File: src/cbad_pkg.sv
`timescale 1ns / 1ps

package cbad_pkg;

  // Field and counter widths
  localparam int SAMPLE_W   = 16;
  localparam int ACC_W      = 25;
  localparam int COL_W      = 12;
  localparam int ROW_W      = 16;
  localparam int IMG_COLS_W = 13;
  localparam int WIN_W      = 5;
  localparam int WPOS_W     = 4;
  localparam int AREA_W     = 9;

  localparam int MAX_COLS = 4096;
  localparam int MAX_WIN  = 16;

  // Configuration port
  localparam int CFG_ADDR_W = 2;
  localparam int CFG_DATA_W = 16;

  localparam logic [CFG_ADDR_W-1:0] REG_IMAGE_COLS = 2'd0;
  localparam logic [CFG_ADDR_W-1:0] REG_IMAGE_ROWS = 2'd1;
  localparam logic [CFG_ADDR_W-1:0] REG_WIN_COLS   = 2'd2;
  localparam logic [CFG_ADDR_W-1:0] REG_WIN_ROWS   = 2'd3;

  localparam logic [IMG_COLS_W-1:0] IMAGE_COLS_RST = 13'd1024;
  localparam logic [ROW_W-1:0]      IMAGE_ROWS_RST = 16'd1024;
  localparam logic [WIN_W-1:0]      WIN_COLS_RST   = 5'd1;
  localparam logic [WIN_W-1:0]      WIN_ROWS_RST   = 5'd1;

  // Tile queue between front and back
  localparam int Q_DEPTH = 4;
  localparam int Q_PTR_W = 2;
  localparam int Q_CNT_W = 3;

  typedef struct packed {
    logic [ACC_W-1:0] sum_re;
    logic [ACC_W-1:0] sum_im;
    logic [COL_W-1:0] tcol;
    logic [ROW_W-1:0] trow;
    logic             last;
  } tile_t;

  typedef struct packed {
    logic full;
    logic afull;
    logic empty;
  } q_stat_t;

endpackage

File: src/cbad_back.sv
`timescale 1ns / 1ps

module cbad_back (
  input  logic                                 clk,
  input  logic                                 rst_n,
  input  cbad_pkg::q_stat_t                    q_stat,
  input  cbad_pkg::tile_t                      q_head,
  output logic                                 q_pop,
  input  logic [cbad_pkg::AREA_W-1:0]          area,
  output logic                                 out_valid,
  input  logic                                 out_stall,
  output logic signed [cbad_pkg::SAMPLE_W-1:0] out_avg_re,
  output logic signed [cbad_pkg::SAMPLE_W-1:0] out_avg_im,
  output logic [cbad_pkg::COL_W-1:0]           out_col,
  output logic [cbad_pkg::ROW_W-1:0]           out_row,
  output logic                                 out_last_of_image
);

  localparam int AW  = cbad_pkg::ACC_W;
  localparam int DW  = cbad_pkg::AREA_W;
  localparam int CNT_W = $clog2(AW);

  localparam logic [1:0] S_IDLE = 2'd0;
  localparam logic [1:0] S_DIV  = 2'd1;
  localparam logic [1:0] S_DONE = 2'd2;

  logic [1:0]       state_r, state_nxt;
  logic [CNT_W-1:0] cnt_r, cnt_nxt;

  // dividend shifts out as quotient bits shift in
  logic [AW-1:0] dq_re_r, dq_re_nxt, dq_im_r, dq_im_nxt;
  logic [DW-1:0] rem_re_r, rem_re_nxt, rem_im_r, rem_im_nxt;
  logic          neg_re_r, neg_im_r;
  logic [cbad_pkg::COL_W-1:0] tcol_r;
  logic [cbad_pkg::ROW_W-1:0] trow_r;
  logic                       last_r;

  logic [DW:0]   sh_re, sh_im;
  logic          ge_re, ge_im;
  logic [AW-1:0] q_re, q_im;
  logic          out_free, load_out;
  logic          out_valid_r, out_valid_nxt;

  assign out_free = !out_valid_r || !out_stall;
  assign q_pop    = (state_r == S_IDLE) && !q_stat.empty;
  assign load_out = (state_r == S_DONE) && out_free;

  always_comb begin
    sh_re = {rem_re_r, dq_re_r[AW-1]};
    sh_im = {rem_im_r, dq_im_r[AW-1]};
    ge_re = sh_re >= {1'b0, area};
    ge_im = sh_im >= {1'b0, area};

    state_nxt  = state_r;
    cnt_nxt    = cnt_r;
    dq_re_nxt  = dq_re_r;
    dq_im_nxt  = dq_im_r;
    rem_re_nxt = rem_re_r;
    rem_im_nxt = rem_im_r;
    case (state_r)
      S_IDLE: begin
        if (!q_stat.empty) begin
          dq_re_nxt  = q_head.sum_re[AW-1] ? (~q_head.sum_re + 1'b1) : q_head.sum_re;
          dq_im_nxt  = q_head.sum_im[AW-1] ? (~q_head.sum_im + 1'b1) : q_head.sum_im;
          rem_re_nxt = '0;
          rem_im_nxt = '0;
          cnt_nxt    = '0;
          state_nxt  = S_DIV;
        end
      end
      S_DIV: begin
        rem_re_nxt = ge_re ? DW'(sh_re - {1'b0, area}) : sh_re[DW-1:0];
        rem_im_nxt = ge_im ? DW'(sh_im - {1'b0, area}) : sh_im[DW-1:0];
        dq_re_nxt  = {dq_re_r[AW-2:0], ge_re};
        dq_im_nxt  = {dq_im_r[AW-2:0], ge_im};
        cnt_nxt    = cnt_r + 1'b1;
        if (cnt_r == CNT_W'(AW - 1)) begin
          state_nxt = S_DONE;
        end
      end
      S_DONE: begin
        if (out_free) begin
          state_nxt = S_IDLE;
        end
      end
      default: begin
        state_nxt = S_IDLE;
      end
    endcase

    out_valid_nxt = load_out || (out_valid_r && out_stall);
  end

  always_ff @(posedge clk) begin
    if (!rst_n) begin
      state_r     <= S_IDLE;
      cnt_r       <= '0;
      out_valid_r <= 1'b0;
    end else begin
      state_r     <= state_nxt;
      cnt_r       <= cnt_nxt;
      out_valid_r <= out_valid_nxt;
    end
  end

  always_ff @(posedge clk) begin
    dq_re_r  <= dq_re_nxt;
    dq_im_r  <= dq_im_nxt;
    rem_re_r <= rem_re_nxt;
    rem_im_r <= rem_im_nxt;
    if (q_pop) begin
      neg_re_r <= q_head.sum_re[AW-1];
      neg_im_r <= q_head.sum_im[AW-1];
      tcol_r   <= q_head.tcol;
      trow_r   <= q_head.trow;
      last_r   <= q_head.last;
    end
  end

  // restore sign: magnitude division truncates toward zero
  assign q_re = neg_re_r ? (~dq_re_r + 1'b1) : dq_re_r;
  assign q_im = neg_im_r ? (~dq_im_r + 1'b1) : dq_im_r;

  always_ff @(posedge clk) begin
    if (load_out) begin
      out_avg_re        <= q_re[cbad_pkg::SAMPLE_W-1:0];
      out_avg_im        <= q_im[cbad_pkg::SAMPLE_W-1:0];
      out_col           <= tcol_r;
      out_row           <= trow_r;
      out_last_of_image <= last_r;
    end
  end

  assign out_valid = out_valid_r;

endmodule

File: config.mk
export PLATFORM = sky130hd
export DESIGN_NAME = cbad_back
export DESIGN_NICKNAME = d
export VERILOG_FILES = /design/src/cbad_pkg.sv /design/src/cbad_back.sv
export SDC_FILE = /design/constraint.sdc
export NUM_CORES = 1
export LEC_CHECK = 0
export BUFFER_PORTS_ARGS = -buffer_cell sky130_fd_sc_hd__buf_2
export CORE_MARGIN = 2
export CORE_UTILIZATION = 44
export DETAILED_ROUTE_END_ITERATION = 10
export HOLD_SLACK_MARGIN = 0.1
export PLACE_DENSITY = 0.66
export SLEW_MARGIN = 15
export SYNTH_ARGS = -nofsm -noshare
export SYNTH_HDL_FRONTEND = slang
export SYNTH_SLANG_ARGS = --single-unit
File: constraint.sdc
create_clock -name clk -period 5.8 [get_ports clk]
set_input_delay 0.87 -clock clk [delete_from_list [all_inputs] [get_ports clk]]
set_output_delay 0.87 -clock clk [all_outputs]
set_load 0.02 [all_outputs]
* After elaboration in Yosys (flattened, before gate mapping) *
Cells that the tools add are included.

cells by class
  $add $sub $neg = 7
  magnitude comparators = 2
  equal/unequal tests = 6
  multiplexer cells = 19
  bitwise operators = 4
  reductions and logical operators = 12

operators by type and width
  cell                                                 count
  2-to-1 mux 25 bit                                    4
  case mux 25 bit (2 select lines)                     2
  adder 25 x 1 -> 25 bit, second input constant        2
  NOT 25 bit                                           2
  case mux 9 bit (2 select lines)                      2
  adder 16 x 1 -> 16 bit, second input constant        2
  2-to-1 mux 16 bit                                    2
  NOT 16 bit                                           2
  2-to-1 mux 9 bit                                     3
  >= comparator 10 x 9 -> 1 bit                        2
  subtractor 9 bit                                     2
  case mux 5 bit (2 select lines)                      1
  2-to-1 mux 2 bit                                     3
  inequality test 2 bit, second input constant         3
  case mux 2 bit (3 select lines)                      1
  adder 5 x 1 -> 5 bit, second input constant          1
  equality test 5 bit, second input constant           1
  2-to-1 mux 5 bit                                     1
  logical AND 1 bit                                    3
  logical NOT 1 bit                                    3
  AND reduction 3 bit                                  1
  equality test 2 x 1 -> 1 bit, second input constant  1
  equality test 2 bit, second input constant           1
  logical NOT 2 bit                                    1
  other kinds (3)                                      4

storage, ports and cells
  register bits after elaboration = 168

* Longest topological paths before layout *
  depth after elaboration = 5
  depth in mapped cells = 10
  gate-level depth less buffers = 9

* Least setup slack after synthesis *
OpenSTA, ideal clock, no wires.

  path type = input-to-reg
  start point = input port q_stat[0] (netlist name)
  end point = register dq_im_r[0] (enable)
  data arrival time = 5.421 ns
  required time = 5.378 ns
  setup slack = -0.043 ns
  stages on the path = 3
  buffers on the path = 0
  path through = nor3_1 nor2_1 inv_1

between the ends
  word-level cells in the longest chain between the ends = 2

ends and longest elaborated chain
  item                                    line              source
  from (decl)                             cbad_back.sv:6    input cbad_pkg::q_stat_t q_stat,
  inequality test 2 bit (no source line)  n/a
  AND reduction 2 bit (no source line)    n/a
  to (signal assigned)                    cbad_back.sv:108  dq_im_r <= dq_im_nxt;
  to (decl)                               cbad_back.sv:31   logic [AW-1:0] dq_re_r, dq_re_nxt, dq_im_r, dq_im_nxt;

No other way between the ends.
A chain may end at the register's enable or synchronous reset.

* Final worst setup path *
  start point = input port area[0] (netlist name)
  end point = register rem_im_r[1], data pin

between the ends
  word-level cells in the longest chain between the ends = 3
  elaborated cells between the ends (all ways) = 4
  classes of those cells = 1 x add/sub; 1 x order compare; 2 x mux

ends and longest elaborated chain
  item                                                               line                              source
  from (decl)                                                        cbad_back.sv:9                    input logic [cbad_pkg::AREA_W-1:0] area,
  subtractor 9 bit or >= comparator 10 x 9 -> 1 bit (tied branches)  cbad_back.sv:73, cbad_back.sv:52
  2-to-1 mux 9 bit (*)                                               cbad_back.sv:73                   rem_im_nxt = ge_im ? DW'(sh_im - {1'b0, area}) : sh_im[DW-1:0];
  case mux 9 bit (2 select lines) (*)                                cbad_back.sv:60                   case (state_r)
  to (signal assigned)                                               cbad_back.sv:110                  rem_im_r <= rem_im_nxt;
  to (decl)                                                          cbad_back.sv:32                   logic [DW-1:0] rem_re_r, rem_re_nxt, rem_im_r, rem_im_nxt;

Mark *: on every way between the ends. The rest lies on a longest branch, timed or not.

==> metrics.txt <==
share of cells above drive strength 1 about a quarter; Syn Inst Count 694; hold_sp trow_r[6]; Syn Nets 814; Via Count 5797; Post-synth EDFFs 160; post-route cell area approximately 10000 µm²; top cell type's share of synthesized area a little under three fifths; DRC 0; ys async rst share 0%; Tmin final just over 3000 ps; setup slack after layout between 2000 and 3000 ps; startpoint types primary input; Boundary Pins 157; Hold/Removal Path Class reg -> reg; clock latency on the worst-skew pair roughly 430 ps; Setup TNS 0 ps; first-pass GRT wire length approximately 28 mm; level count of the clock H-tree 4; CP Capture Type flip-flop; FMAX roughly 320 MHz; Worst path top cell family by delay compound AO/OA/AOI/OAI gates; Slew HR 29.35%; CP max stage delay roughly 870 ps; clk_skew about 9.2 ps; area of placed instances 9437 µm²; ys flop type edfxtp_1; synth unique cells 57; Die X ~140 µm; all-layer global routing usage between 15 and 20%; I/O Buffers ~150; Worst Setup SP area[0]; routability cong. between 0.8 and 0.9; Initial Util roughly 45%; commonest cells after routing, fill and taps aside edfxtp_1, buf_2, nand2_1; Hold-fix buffers, CTS 0; dpl ws roughly 2200 ps; Synth area leader edfxtp_1; outcome complete, no violations; post-synthesis sequential area ratio about three fifths; static leakage roughly 3.9 nW; #FFs+latches synth approximately 170; synthesized area about 8400 µm²; Worst-path clk slew approximately 70 ps; Worst-Margin Slew between 1000 and 1500 ps; vias per cell 5.284; Syn Area/Cell about 12 µm²; DRT Pass-1 Iters 4; Final Hold Fails 0; most common cell after layout, fill and taps aside edfxtp_1; DRT Wirelength 17.45 mm; clk sinks around 170; Pins Over Slew Limit 0; HPWL Detailed around 12 mm; Congestion Overflow GR 0; fin crit share a little over half; Crit Path Max Fanout 14; Site Rows 50; top area cells in the synthesized netlist edfxtp_1, xor2_1, xnor2_1; Die Area just over 20000 µm²; final setup fails 0; core area roughly 19000 µm²; die height around 140 µm; Layout area overhead 19.32%; MaxCap Viol Count 0; Crit Reg-Reg Startpoint dq_im_r[24]; critical setup path kind in -> reg; pwr dens ~310 nW/µm²; ANT nets after route 0; WL per Instance 15.90 µm; Crit-path slowest cell a211oi_2; vias in the first global route between 5000 and 6000; CTS root buf clkbuf_16; CTS max path bufs 2; Worst EP required a little under 6000 ps; Post-CTS Setup Inserts 0; Inserted Clock Buffers 17; Worst Path Arrival roughly 3300 ps; pin count of the biggest net entering global routing 93; RSZ-0062 raised after global routing false; Buf/Inv on CP 2; Yosys Warn Count 0; Nets 969; initial antenna violation count 1; Peak VDD IR 0.0001940 V; cells traversed along the worst timing path buf_2 > ha_1 > inv_1 > fa_1 > a21o_1 > o211a_1 > a211oi_2 > mux2i_1 > nor2_1; TritonCTS clock tree done; DRT iter0 DRCs ~360; PostCTS Resize Cnt 0
-- routing by layer --
layer | vias up | GRT usage, % | wire (µm)
li1 | 2899 | - | -
met1 | 2733 | 22.76 | 7979
met2 | 143 | 29.21 | 8246
met3 | 22 | 3.129 | 860
met4 | 0 | 7.421 | 359
met5 | - | 0 | 0
-- cell usage after synthesis (all sizes together) (8+ instances only) --
cell	number
edfxtp	160
nand2	72
o21ai	68
xor2	47
xnor2	35
nor2	28
inv	26
ha	24
a21oi	21
o31ai	20
o41ai	17
clkbuf	15
nor3	15
nor2b	14
mux2i	12
nand3	12
nand2b	9
a21o	8
buf	8
dfxtp	8
nand4	8
or3	8
-- report_power, final --
part	switching, mW	internal [mW]	leakage, nW	total, mW
combinational	0.271	0.206	1.97	0.477
clock	0.523	0.610	0.283	1.13
sequential	0.0665	1.45	1.59	1.52
-- kinds of logic after synthesis --
logic type      after synthesis  synth area share [%]
compound gates              159                 12.45
xor+xnor                     82                 8.549
fa+ha+maj                    26                 4.051
buf+inv                      49                 2.294
flops                       168                 59.10
mux                          14                 1.698
simple gates                196                 11.86
-- sequential cells by signal, summed over array words and instances, names as in the netlist --
name / count
cnt_r: 5
dq_im_r: 25
dq_re_r: 25
last_r: 1
neg_im_r: 1
neg_re_r: 1
out_avg_im: 16
out_avg_re: 16
out_col: 12
out_last_of_image: 1
out_row: 16
out_valid: 1
rem_im_r: 9
rem_re_r: 9
state_r: 2
tcol_r: 12
trow_r: 16
-- through the flow --
stage	instances	hold WS, ps	util (%)	total power [mW]
final	1097	413.2	53.59	3.131
after floorplan	694	400.3	-	1.879
after global routing	1097	421.0	53.59	3.270
after detailed placement	1064	404.5	50.45	2.024
after global placement	1064	400.4	50.45	2.010
after CTS	1096	411.8	53.57	3.160
-- final cells by class --
| type | count | area, µm² |
|---|---|---|
| inverters | 26 | 97.59 |
| fillers | 1601 | 8682 |
| flip-flops and latches | 168 | 4965 |
| well taps | 234 | 292.8 |
| multi-input cells | 477 | 3273 |
| clock inverters | 15 | 158.9 |
| diodes | 1 | 2.502 |
| clock buffers | 17 | 425.4 |
| repair buffers | 159 | 808.3 |
-- final timing paths --
check	depth (start not counted)	slack [ps]	endpoint
worst min-delay path	0	410	out_row[6]
worst max register to register	9	2770	rem_im_r[1]
worst min register to register	0	410	out_row[6]
worst max-delay path	9	2690	rem_im_r[1]
(Power assumes the default switching activity.)
