==> src/cbad_pkg.sv <==
`timescale 1ns / 1ps

package cbad_pkg;

  // Field and counter widths
  localparam int SAMPLE_W   = 16;
  localparam int ACC_W      = 25;
  localparam int COL_W      = 12;
  localparam int ROW_W      = 16;
  localparam int IMG_COLS_W = 13;
  localparam int WIN_W      = 5;
  localparam int WPOS_W     = 4;
  localparam int AREA_W     = 9;

  localparam int MAX_COLS = 4096;
  localparam int MAX_WIN  = 16;

  // Configuration port
  localparam int CFG_ADDR_W = 2;
  localparam int CFG_DATA_W = 16;

  localparam logic [CFG_ADDR_W-1:0] REG_IMAGE_COLS = 2'd0;
  localparam logic [CFG_ADDR_W-1:0] REG_IMAGE_ROWS = 2'd1;
  localparam logic [CFG_ADDR_W-1:0] REG_WIN_COLS   = 2'd2;
  localparam logic [CFG_ADDR_W-1:0] REG_WIN_ROWS   = 2'd3;

  localparam logic [IMG_COLS_W-1:0] IMAGE_COLS_RST = 13'd1024;
  localparam logic [ROW_W-1:0]      IMAGE_ROWS_RST = 16'd1024;
  localparam logic [WIN_W-1:0]      WIN_COLS_RST   = 5'd1;
  localparam logic [WIN_W-1:0]      WIN_ROWS_RST   = 5'd1;

  // Tile queue between front and back
  localparam int Q_DEPTH = 4;
  localparam int Q_PTR_W = 2;
  localparam int Q_CNT_W = 3;

  typedef struct packed {
    logic [ACC_W-1:0] sum_re;
    logic [ACC_W-1:0] sum_im;
    logic [COL_W-1:0] tcol;
    logic [ROW_W-1:0] trow;
    logic             last;
  } tile_t;

  typedef struct packed {
    logic full;
    logic afull;
    logic empty;
  } q_stat_t;

endpackage

==> src/cbad_queue.sv <==
`timescale 1ns / 1ps

module cbad_queue (
  input  logic            clk,
  input  logic            rst_n,
  input  logic            push,
  input  cbad_pkg::tile_t push_data,
  input  logic            pop,
  output cbad_pkg::tile_t head,
  output cbad_pkg::q_stat_t stat
);

  cbad_pkg::tile_t                  mem_r [cbad_pkg::Q_DEPTH];
  logic [cbad_pkg::Q_PTR_W-1:0]     wr_ptr_r, wr_ptr_nxt;
  logic [cbad_pkg::Q_PTR_W-1:0]     rd_ptr_r, rd_ptr_nxt;
  logic [cbad_pkg::Q_CNT_W-1:0]     count_r, count_nxt;

  always_comb begin
    wr_ptr_nxt = push ? wr_ptr_r + 1'b1 : wr_ptr_r;
    rd_ptr_nxt = pop ? rd_ptr_r + 1'b1 : rd_ptr_r;
    count_nxt  = count_r + {{(cbad_pkg::Q_CNT_W-1){1'b0}}, push}
                         - {{(cbad_pkg::Q_CNT_W-1){1'b0}}, pop};
  end

  always_ff @(posedge clk) begin
    if (!rst_n) begin
      wr_ptr_r <= '0;
      rd_ptr_r <= '0;
      count_r  <= '0;
    end else begin
      wr_ptr_r <= wr_ptr_nxt;
      rd_ptr_r <= rd_ptr_nxt;
      count_r  <= count_nxt;
    end
  end

  always_ff @(posedge clk) begin
    if (push) begin
      mem_r[wr_ptr_r] <= push_data;
    end
  end

  assign head       = mem_r[rd_ptr_r];
  assign stat.full  = (count_r == cbad_pkg::Q_CNT_W'(cbad_pkg::Q_DEPTH));
  assign stat.afull = (count_r >= cbad_pkg::Q_CNT_W'(cbad_pkg::Q_DEPTH - 1));
  assign stat.empty = (count_r == '0);

endmodule

==> config.mk <==
export PLATFORM = sky130hd
export DESIGN_NAME = cbad_queue
export DESIGN_NICKNAME = d
export VERILOG_FILES = /design/src/cbad_pkg.sv /design/src/cbad_queue.sv
export SDC_FILE = /design/constraint.sdc
export NUM_CORES = 1
export LEC_CHECK = 0
export BUFFER_PORTS_ARGS = -buffer_cell sky130_fd_sc_hd__buf_4
export CORE_UTILIZATION = 45
export DETAILED_ROUTE_END_ITERATION = 6
export PLACE_DENSITY = 0.68
export SETUP_SLACK_MARGIN = 0.5
export SYNTH_ARGS = -nofsm -noshare
export SYNTH_HDL_FRONTEND = slang
export SYNTH_SLANG_ARGS = --single-unit
==> constraint.sdc <==
create_clock -name clk -period 8.3 [get_ports clk]
set_input_delay 0.415 -clock clk [delete_from_list [all_inputs] [get_ports clk]]
set_output_delay 0.415 -clock clk [all_outputs]
set_load 0.005 [all_outputs]
; Word-level counts from Yosys, hierarchy flattened
; Memories as Yosys holds them, arrays and structs flattened. A register that Yosys moved wholly into a read port is not among the register bits.
; Cells that the tools add are included.
[totals]
ramBits = 316
n_memories = 1
input_bits = 83
regBits = 7
[classes]
reduce_logical = 1
n_lt_le_gt_ge = 1
mux = 4
n_addsub = 4
n_eq_ne = 1
[mem_list]
columns = memory, words, word_bits, read_ports, rd_ports_with_merged_regs, wr, line
row1 = mem_r, 4, 79, 1, 1, 1, cbad_queue.sv:13  ; cbad_pkg::tile_t mem_r [cbad_pkg::Q_DEPTH];
[ops]
columns = operator, n
row1 = 2-bit by 1-bit adder with 2-bit output (second input constant), 2
row2 = 2-bit two-way mux, 2
row3 = 3-bit by 1-bit adder with 3-bit output, 1
row4 = 3-bit == test (second input constant), 1
row5 = 3-bit by 2-bit >= comparator with 1-bit output (second input constant), 1
row6 = 3-bit logical NOT, 1
row7 = 3-bit by 1-bit subtractor with 3-bit output, 1
row8 = 1-bit two-way mux, 2

; Longest topological paths before layout
; Gate-level depths: netlist of run 1.
[depth]
word_depth = 3
mapped_depth = 8

; Least setup slack after synthesis of run 1
; Ideal clock, no wire load.
[synth_timing]
kind = register to register
startpoint = reg wr_ptr_r[0] in the netlist's numbering
endpoint = mem mem_r[0][0] in the netlist's numbering, enable pin
arrival_time_ns = 2.384
slack_ns = 5.471
stages_incl_launch_ff = 4
period_less_slack_ns = 2.829
path_buffers = 0
path_cell_list = dfxtp_1 inv_1 ha_1 and2_1
[synth_rtl]
columns = element, line
row1 = "start, declared", cbad_queue.sv:14  ; logic [cbad_pkg::Q_PTR_W-1:0] wr_ptr_r, wr_ptr_nxt;
row2 = "start signal, assigned", cbad_queue.sv:31  ; wr_ptr_r <= wr_ptr_nxt;
row3 = "end, declared", cbad_queue.sv:13
; No word-level cell before the write port.

==> impl_metrics.tcl, run 1 <==
set metrics [dict create \
    synth_ff_type "edfxtp_1" \
    worstHoldPathType "input pin to register" \
    coreArea_mm2 0.0255 \
    drive_above_1_share_pct 44.8 \
    io_pins 165 \
    vdd_drop_max_uv 230 \
    rrSetupSlack_ns 6.10 \
    wl_met3_um 1390 \
    post_cts_resized 0 \
    synth_edf_count 316 \
    gr-total-overflow 0 \
    cts_buffer_depth 3 \
    hold_violations 0 \
    clkLatencyLatePin_ns 0.50 \
    synth_top_area_share_pct 80.2 \
    async_flop_share_pct 0 \
    holdWs_ns 0.114 \
    fmax_ghz 0.295 \
    rows 58 \
    cts_buffers 34 \
    syn2layout_area_growth_pct 22.5 \
    routabilityCongestion 0.671 \
    tns_ns 0 \
    netlist_top_cells_area "edfxtp_1 80%, mux4_2 15%, dfxtp_1 1.5%" \
    slew_viol_final 0 \
    dp_hpwl_um 12700 \
    antenna_found_initial 1 \
    yosys.area_share.adder_pct 0.910 \
    power.density_mw_per_mm2 257 \
    ys_seq_area_share_pct 81.8 \
    fin_nets 737 \
    required_ns 7.89 \
    setup_viol 0 \
    initialDrtViolationCount 462 \
    grt_pass1_vias 5746 \
    synth.area.mux_share_pct 15.1 \
    clkSinkCount 325 \
    vias 5295 \
    synth_top_family_by_area "multiplexers" \
    syn_area_per_cell_um2 25.8 \
    arrival_ns 2.97 \
    worst_pin_slew_ns 1.20 \
    cts_setup_buffers 0 \
    grt_max_degree 80 \
    synth.distinct_cells 22 \
    m1WireLength_um 8940 \
    synth_compound_area_share_pct 0.169 \
    n_antenna_cell 0 \
    syn_nets 550 \
    cp-start-kind "register" \
    ant_nets 0 \
    cp_max_fo 44 \
    synth_top_area_cell "edfxtp_1" \
    leakage_nw 4.90 \
    port_buffers 164 \
    cts_root_buf "clkbuf_16" \
    clk_pin_slew_ns 0.06 \
    cts.hold.buffers_added 0 \
    die_w_um 164 \
    synth_cells 459 \
    grt_pass1_wl_um 32600 \
    wire_per_inst_um 21.6 \
    syn_area_mm2 0.0118 \
    yosysWarnings 0 \
    path_class "register to output pin" \
    synth-simple-area-share_pct 0.635 \
    status "completed" \
    dieHeight_um 164 \
    drt_pass1_iterations 4 \
    highest_layer "met4" \
    skew_ns 0.0177 \
    min_period_ns 3.39 \
    start_util_pct 46.4 \
    viasPerCell 5.30 \
    met2_length_um 10800 \
    end_kind "output pin" \
    routed_wl_um 21600 \
    cap_violations 0 \
    synth-xor-area-share_pct 0.222 \
    grt_setup_unrepaired "false" \
    synth-seq-cells 325 \
    post-route-period-util_pct 40.8 \
    die_area_mm2 0.0269 \
    timing.slew.headroom_pct 20.0 \
    cts_tree "built" \
    cts_max_level 2 \
    grt_usage_pct 16.5 \
    drc_errors 0 \
]
worst paths after layout:
kind / startpoint / endpoint / cells past startpoint
setup / recovery: register / head[66] / 3
hold / removal: push_data[34] / mem_r[0][34] / 1
setup reg to reg: wr_ptr_r[0] / mem_r[2][30] / 4
hold reg to reg: rd_ptr_r[0] / register / 2
kinds of logic after synthesis:
family                     count (synthesis)
adders and majority gates                  8
xor gates and xnor gates                   3
DFF                                      325
buffers and inverters                     25
and+or+nand+nor                           15
AOI/OAI and AO/OA                          3
muxes                                     80
routing by layer:
| metal | vias up | track usage, % |
|---|---|---|
| met4 | 0 | 5.13 |
| met5 | - | 0 |
| li1 | 2332 | - |
| met2 | 163 | 27.3 |
| met3 | 36 | 4.09 |
| met1 | 2764 | 21.4 |
metrics by stage:
step / area, um^2 / cells / power, W / setup slack, ns / util [%]
floorplan: 11800 / 459 / 0.00213 / 5.47 / -
global placement: 13400 / 940 / 0.00230 / 5.32 / 52.7
detailed placement: 13400 / 940 / 0.00232 / 5.31 / 52.7
CTS: 14500 / 999 / 0.00377 / 4.76 / 56.9
global route: 14500 / 999 / 0.00386 / 4.64 / 56.9
finish: 14500 / 999 / 0.00372 / 4.91 / 56.9
layout by cell type, fill, tap and decap left out:
cell | Yosys | routed
clkbuf_16 | 0 | 37
inv_1 | 7 | 7
edfxtp_1 | 316 | 316
ha_1 | 7 | 7
a21oi_1 | 1 | 1
clkbuf_8 | 0 | 1
nand2_1 | 1 | 1
nand3b_1 | 1 | 1
clkinv_1 | 0 | 7
buf_4 | 0 | 169
fa_1 | 1 | 1
bufinv_16 | 0 | 2
o21ai_0 | 1 | 1
a21bo_2 | 1 | 1
nor3_1 | 2 | 2
mux4_2 | 79 | 79
xor2_1 | 1 | 1
mux2i_1 | 1 | 1
clkinv_2 | 0 | 5
dfxtp_1 | 9 | 7
and2_4 | 0 | 4
clkbuf_1 | 6 | 7
xnor2_1 | 2 | 2
nor2_1 | 6 | 6
dfxtp_4 | 0 | 2
and2_1 | 5 | 1
sequential cells by signal (all words and copies together) (netlist names), named ones only:
register / cells
mem_r: 316
count_r: 3
rd_ptr_r: 2
wr_ptr_r: 2
Yosys cell counts (all sizes together), types with 2 or more instances:
cell type / n
buf: 12
clkbuf: 6
ha: 7
nor3: 2
and2: 5
xnor2: 2
inv: 7
dfxtp: 9
edfxtp: 316
nor2: 6
mux4: 79
cell type report:
| cell class | count | area (um^2) |
|---|---|---|
| clock buffer | 45 | 966 |
| fill | 1878 | 11000 |
| clock inverter | 14 | 111 |
| multi-input combinational | 109 | 2030 |
| inverter | 7 | 26.3 |
| tap | 330 | 413 |
| timing repair buffer | 169 | 1270 |
| sequential | 325 | 9680 |
worst max-delay path, stage by stage, from the launching register on:
cell and delay (ns):
dfxtp_4 0.84, buf_4 0.80, mux4_2 0.63, buf_4 0.16
power breakdown:
group	switching, W	total [W]	internal (W)
Combinational	0.000147	0.000345	0.000198
Sequential	0.0000423	0.00193	0.00189
Clock	0.000567	0.00144	0.000877
Total	0.000756	0.00372	0.00296
(Power assumes the default switching activity.)
==> inputs of run 2 (changes only) <==
- clock period: 8.3 -> 3.25 ns (I/O delays scaled with it)
==> run 2 against run 1 <==
  * Wire length grew 4.3%
  * Utilization grew 3.6 points
  * Clock-buffer cell count grew 7
  * Combinational power grew to 3.0 times the previous value
  * First-iteration DRC count shrank 2.6%
  * Critical path type unchanged
  * Sequential power grew to 2.5 times the previous value
  * Register-to-register slack lost 4.7 ns
  * Power grew to 2.6 times the previous value
  * Global-route usage grew 0.72 points
  * Final cell count grew 8.6%
  * Sequential share of layout area shrank 4.0 points
  * Critical path depth is the same
==> impl_metrics.tcl, run 2 (synthesized netlist as in run 1, its figures left out) <==
set metrics [dict create \
    fillCellCount 1737 \
    rows 58 \
    min-delay-start "push_data[7]" \
    cts_buffers 35 \
    cap_violations 0 \
    final_cell_mix "316 x edfxtp_1, 164 x buf_4, 82 x dlygate4sd3_1, 79 x mux4_2, 37 x clkbuf_16" \
    die_area_mm2 0.0269 \
    status "completed" \
    setup_ws_ns 0.850 \
    largestRegisters "mem_r: 316 flops, count_r: 3 flops" \
    vias 5639 \
    wire_per_inst_um 20.8 \
    final_common_cell "edfxtp_1" \
    clkSinkCount 325 \
    skew_ns 0.00636 \
    clk_pin_slew_ns 0.06 \
    routed_wl_um 22500 \
    r2r-start "wr_ptr_r[0]" \
    cts_setup_buffers 0 \
    clkLatencyLatePin_ns 0.49 \
    grtUsageMet2_pct 29.7 \
    use_met1_pct 21.8 \
    combPwrFrac_pct 10.7 \
    fmax_ghz 0.417 \
    dieHeight_um 164 \
    fin_nets 822 \
    tns_ns 0 \
    port_buffers 164 \
    coreArea_mm2 0.0255 \
    top_register "mem_r" \
    gr-total-overflow 0 \
    p_int_w 0.00761 \
    antenna_found_initial 1 \
    drive_above_1_share_pct 39.9 \
    worstHoldPathType "input pin to register" \
    p_seq_share_pct 51.1 \
    slew_viol_final 0 \
    start_util_pct 46.4 \
    end_kind "output pin" \
    hold_violations 0 \
    p_switching_w 0.00198 \
    grt_pass1_wl_um 34500 \
    setup_viol 0 \
    drt_pass1_iterations 4 \
    cp-start-kind "register" \
    grt_setup_unrepaired "false" \
    cts_tree "built" \
    power.density_mw_per_mm2 623 \
    grt_max_degree 55 \
    dp_hpwl_um 13100 \
    grt_usage_pct 17.2 \
    gr-usage-met3_pct 3.64 \
    cts_buffer_depth 3 \
    worst_pin_slew_ns 0.699 \
    path_class "register to output pin" \
    clockPowerShare_pct 38.3 \
    ant_nets 0 \
    cts_max_level 2 \
    arrival_ns 2.24 \
    leakage_nw 5.27 \
    multi_input_area_mm2 0.00203 \
    top_usage_layer "met2" \
    min_period_ns 2.40 \
    syn2layout_area_growth_pct 30.3 \
    post-place-ws_ns 1.33 \
    regArea_mm2 0.00968 \
    viasPerCell 5.20 \
    routabilityCongestion 0.700 \
    rrSetupSlack_ns 1.38 \
    grt_pass1_vias 6249 \
    initialDrtViolationCount 450 \
    timing.slew.headroom_pct 53.4 \
    required_ns 3.09 \
    post-route-period-util_pct 73.9 \
    drc_errors 0 \
    vdd_drop_max_uv 595 \
    cts_root_buf "clkbuf_16" \
    die_w_um 164 \
    io_pins 165 \
    largest_reg_flops 316 \
    swShare_pct 20.6 \
    cp_max_fo 37 \
]
==> run 2: changes by cell type in the layout (fill, tap and decap cells not counted), sizes merged <==
cell         before  now
clkbuf           45   52
diode             0    1
buf             169  171
bufinv            2    1
dlygate4sd3       0   82
clkinv           12    6
inv               7    8
==> run 2: area by class of cell <==
cell class,count,area share [%]
multi-input cells,109,13.2
clock inverters,8,0.422
inverters,7,0.171
repair buffers,253,14.2
flip-flops and latches,325,62.8
well taps,330,2.68
diodes,1,0.0162
clock buffers,52,6.51
==> run 2: through the flow <==
step | hold slack, ns | power [W] | cells | area (um^2) | utilization, %
2_1_floorplan | 0.261 | 0.00542 | 459 | 11800 | -
3_3_place_gp | 0.361 | 0.00590 | 942 | 13500 | 53.1
3_5_place_dp | 0.366 | 0.00595 | 942 | 13500 | 53.1
4_1_cts | 0.394 | 0.00969 | 1084 | 15400 | 60.5
5_1_grt | 0.404 | 0.00994 | 1085 | 15400 | 60.5
6_report | 0.409 | 0.00959 | 1085 | 15400 | 60.5
==> run 2: timing repair <==
item                                   in CTS  in global routing
hold buffers                               82                  0
endpoints found under the hold margin     325                  0
gates resized for setup                     0                  0
==> run 2: worst max-delay path, cell delays in order, from the launching register on <==
cell and delay (ns):
dfxtp_4 0.60, buf_12 0.35, mux4_2 0.59, buf_4 0.16
==> run 2: worst paths after layout <==
check	endpoint	cells after the start
worst min register to register	register	2
worst max-delay path	head[36]	3
worst min-delay path	mem_r[3][7]	2
worst max register to register	mem_r[2][36]	4
==> run 2: power groups by stage <==
stage	Clock (W)	Combinational (W)	Sequential [W]
final	0.00367	0.00103	0.00490
after global routing	0.00392	0.00111	0.00492
after CTS	0.00374	0.00104	0.00490
after detailed placement	0	0.000958	0.00499
after global placement	0	0.000927	0.00497
after floorplan	0	0.000479	0.00495
==> run 2: routing by layer <==
layer	up-vias	share of wire [%]
met5	-	0
met3	35	5.9
met2	196	51
met4	0	1.9
li1	2495	-
met1	2913	41
==> inputs of run 3 (changes only) <==
- clock period: 3.25 -> 2.4 ns (I/O delays scaled with it)
==> run 3 against run 2 <==
  * Global-route usage increased by 0.70 points
  * Die area unchanged
  * Largest power group unchanged
  * Critical path depth is 1 higher
  * Power grew 36%
  * Utilization is 2.7 points higher
  * Clock skew up 0.016 ns
  * Sequential cell count is the same
  * Via count grew 3.4%
  * First-iteration DRC count increased by 5.3%
==> impl_metrics.tcl, run 3 (synthesized netlist as in run 1, its figures left out) <==
set metrics [dict create \
    routabilityCongestion 0.722 \
    routed_wl_um 24000 \
    leakage_nw 5.55 \
    grt_max_degree 80 \
    hold_violations 0 \
    clkSinkCount 325 \
    status "completed" \
    syn2layout_area_growth_pct 36.2 \
    cts_max_level 2 \
    ant_nets 0 \
    drc_errors 0 \
    instances_no_fill 1099 \
    dp_hpwl_um 12900 \
    coreArea_mm2 0.0255 \
    die_w_um 164 \
    end_kind "output pin" \
    cts_buffer_depth 3 \
    dpl.cell_count 948 \
    gr-total-overflow 0 \
    worstHoldPathType "input pin to register" \
    skew_ns 0.0221 \
    post-route-period-util_pct 84.8 \
    io_pins 165 \
    viasPerCell 5.30 \
    cts_tree "built" \
    initialDrtViolationCount 474 \
    grt_usage_pct 17.9 \
    cp-start-kind "register" \
    largest_reg_flops 316 \
    arrival_ns 1.92 \
    cp_max_fo 8 \
    antenna_found_initial 0 \
    drt_pass1_iterations 4 \
    clkLatencyLatePin_ns 0.50 \
    grt_pass1_wl_um 35300 \
    fmax_ghz 0.491 \
    wire_per_inst_um 21.8 \
    path_cells "buf_12, clkbuf_16, mux4_2, buf_6" \
    path_class "register to output pin" \
    worst_pin_slew_ns 0.551 \
    top_register "mem_r" \
    worst_path_largest_cell_delay_ns 0.53 \
    crit_buf_inv 3 \
    drive_above_1_share_pct 42.0 \
    grt_setup_unrepaired "true" \
    rows 58 \
    vias 5828 \
    slowest_stage "mux4_2" \
    final_common_cell "edfxtp_1" \
    grt_pass1_vias 6318 \
    start_util_pct 46.4 \
    n_antenna_cell 0 \
    largestRegisters "mem_r: 316 flops, count_r: 3 flops" \
    dieHeight_um 164 \
    clk_pin_slew_ns 0.06 \
    cts_buffers 34 \
    crit_family "multiplexers" \
    die_area_mm2 0.0269 \
    fin_nets 843 \
    min_period_ns 2.04 \
    cts_root_buf "clkbuf_16" \
    required_ns 2.28 \
    vdd_drop_max_uv 567 \
    final_cell_mix "316 x edfxtp_1, 97 x buf_4, 82 x dlygate4sd3_1, 79 x mux4_2, 69 x buf_6" \
    slew_viol_final 0 \
    port_buffers 164 \
    cap_violations 0 \
    timing.slew.headroom_pct 63.2 \
    power.density_mw_per_mm2 812 \
    setup_viol 0 \
    tns_ns 0 \
]
run 3: cell types whose count changed in the layout (fill, tap and decap cells not counted), sizes merged:
cell and change:
buf +16, clkbuf -5, clkinv +2, clkinvlp +1, diode -1, inv +1
run 3: layer usage:
metal / wire (um) / share of wire (%) / global-route usage [%] / up-vias
met2: 11600 / 48 / 29.4 / 187
met1: 10700 / 45 / 24.3 / 3053
met3: 1240 / 5.2 / 3.71 / 43
met5: 0 / 0 / 0 / -
met4: 430 / 1.8 / 4.92 / 0
li1: - / - / - / 2545
run 3: worst reg2reg max path, delay by kind of cell (launching register included):
| family | cells | cell delay, ns |
|---|---|---|
| buf+inv | 2 | 0.39 |
| flops | 1 | 0.35 |
| fa+ha+maj | 1 | 0.15 |
| simple gates | 1 | 0.49 |
run 3: worst paths after layout:
check	startpoint	to	slack, ns	cells after the start
setup / recovery	register	head[2]	0.36	4
hold / removal	push_data[13]	mem_r[3][13]	0.36	2
setup reg to reg	wr_ptr_r[0]	mem_r[2][20]	0.70	4
hold reg to reg	rd_ptr_r[1]	rd_ptr_r[1]	0.54	2
run 3: metrics by stage:
stage / utilization [%] / area (um^2) / hold WS, ns / total power (W) / setup WS, ns
after detailed placement: 53.3 / 13600 / 0.324 / 0.00806 / 0.674
after floorplan: - / 11800 / 0.219 / 0.00734 / 0.840
final: 63.2 / 16100 / 0.357 / 0.0131 / 0.364
after global placement: 53.3 / 13600 / 0.319 / 0.00801 / 0.708
after global routing: 63.2 / 16100 / 0.348 / 0.0136 / 0.301
after CTS: 61.7 / 15700 / 0.330 / 0.0130 / 0.343
run 3: where the power goes:
| part | total [W] | internal, W | switching (W) | leakage [nW] |
|---|---|---|---|---|
| sequential | 0.00661 | 0.00653 | 0.0000850 | 2.98 |
| clock | 0.00471 | 0.00276 | 0.00196 | 0.486 |
| combinational | 0.00176 | 0.00105 | 0.000707 | 2.09 |
| total | 0.0131 | 0.0103 | 0.00275 | 5.55 |
run 3: timing repair:
item / in CTS / in global routing
setup buffers: 4 / 0
endpoints found under the hold margin: 325 / 0
gates cloned: 6 / 6
setup endpoints to repair: 79 / 79
resized for setup: 20 / 64
hold buffers: 82 / 0
run 3: area by class of cell:
cell class                 instances  area (um^2)
clock buffer                      41          898
sequential                       325         9680
multi-input combinational        109         2030
timing repair buffer             275         2970
clock inverter                    12         91.3
tap                              330          413
inverter                           7         26.3
fill                            1708         9370
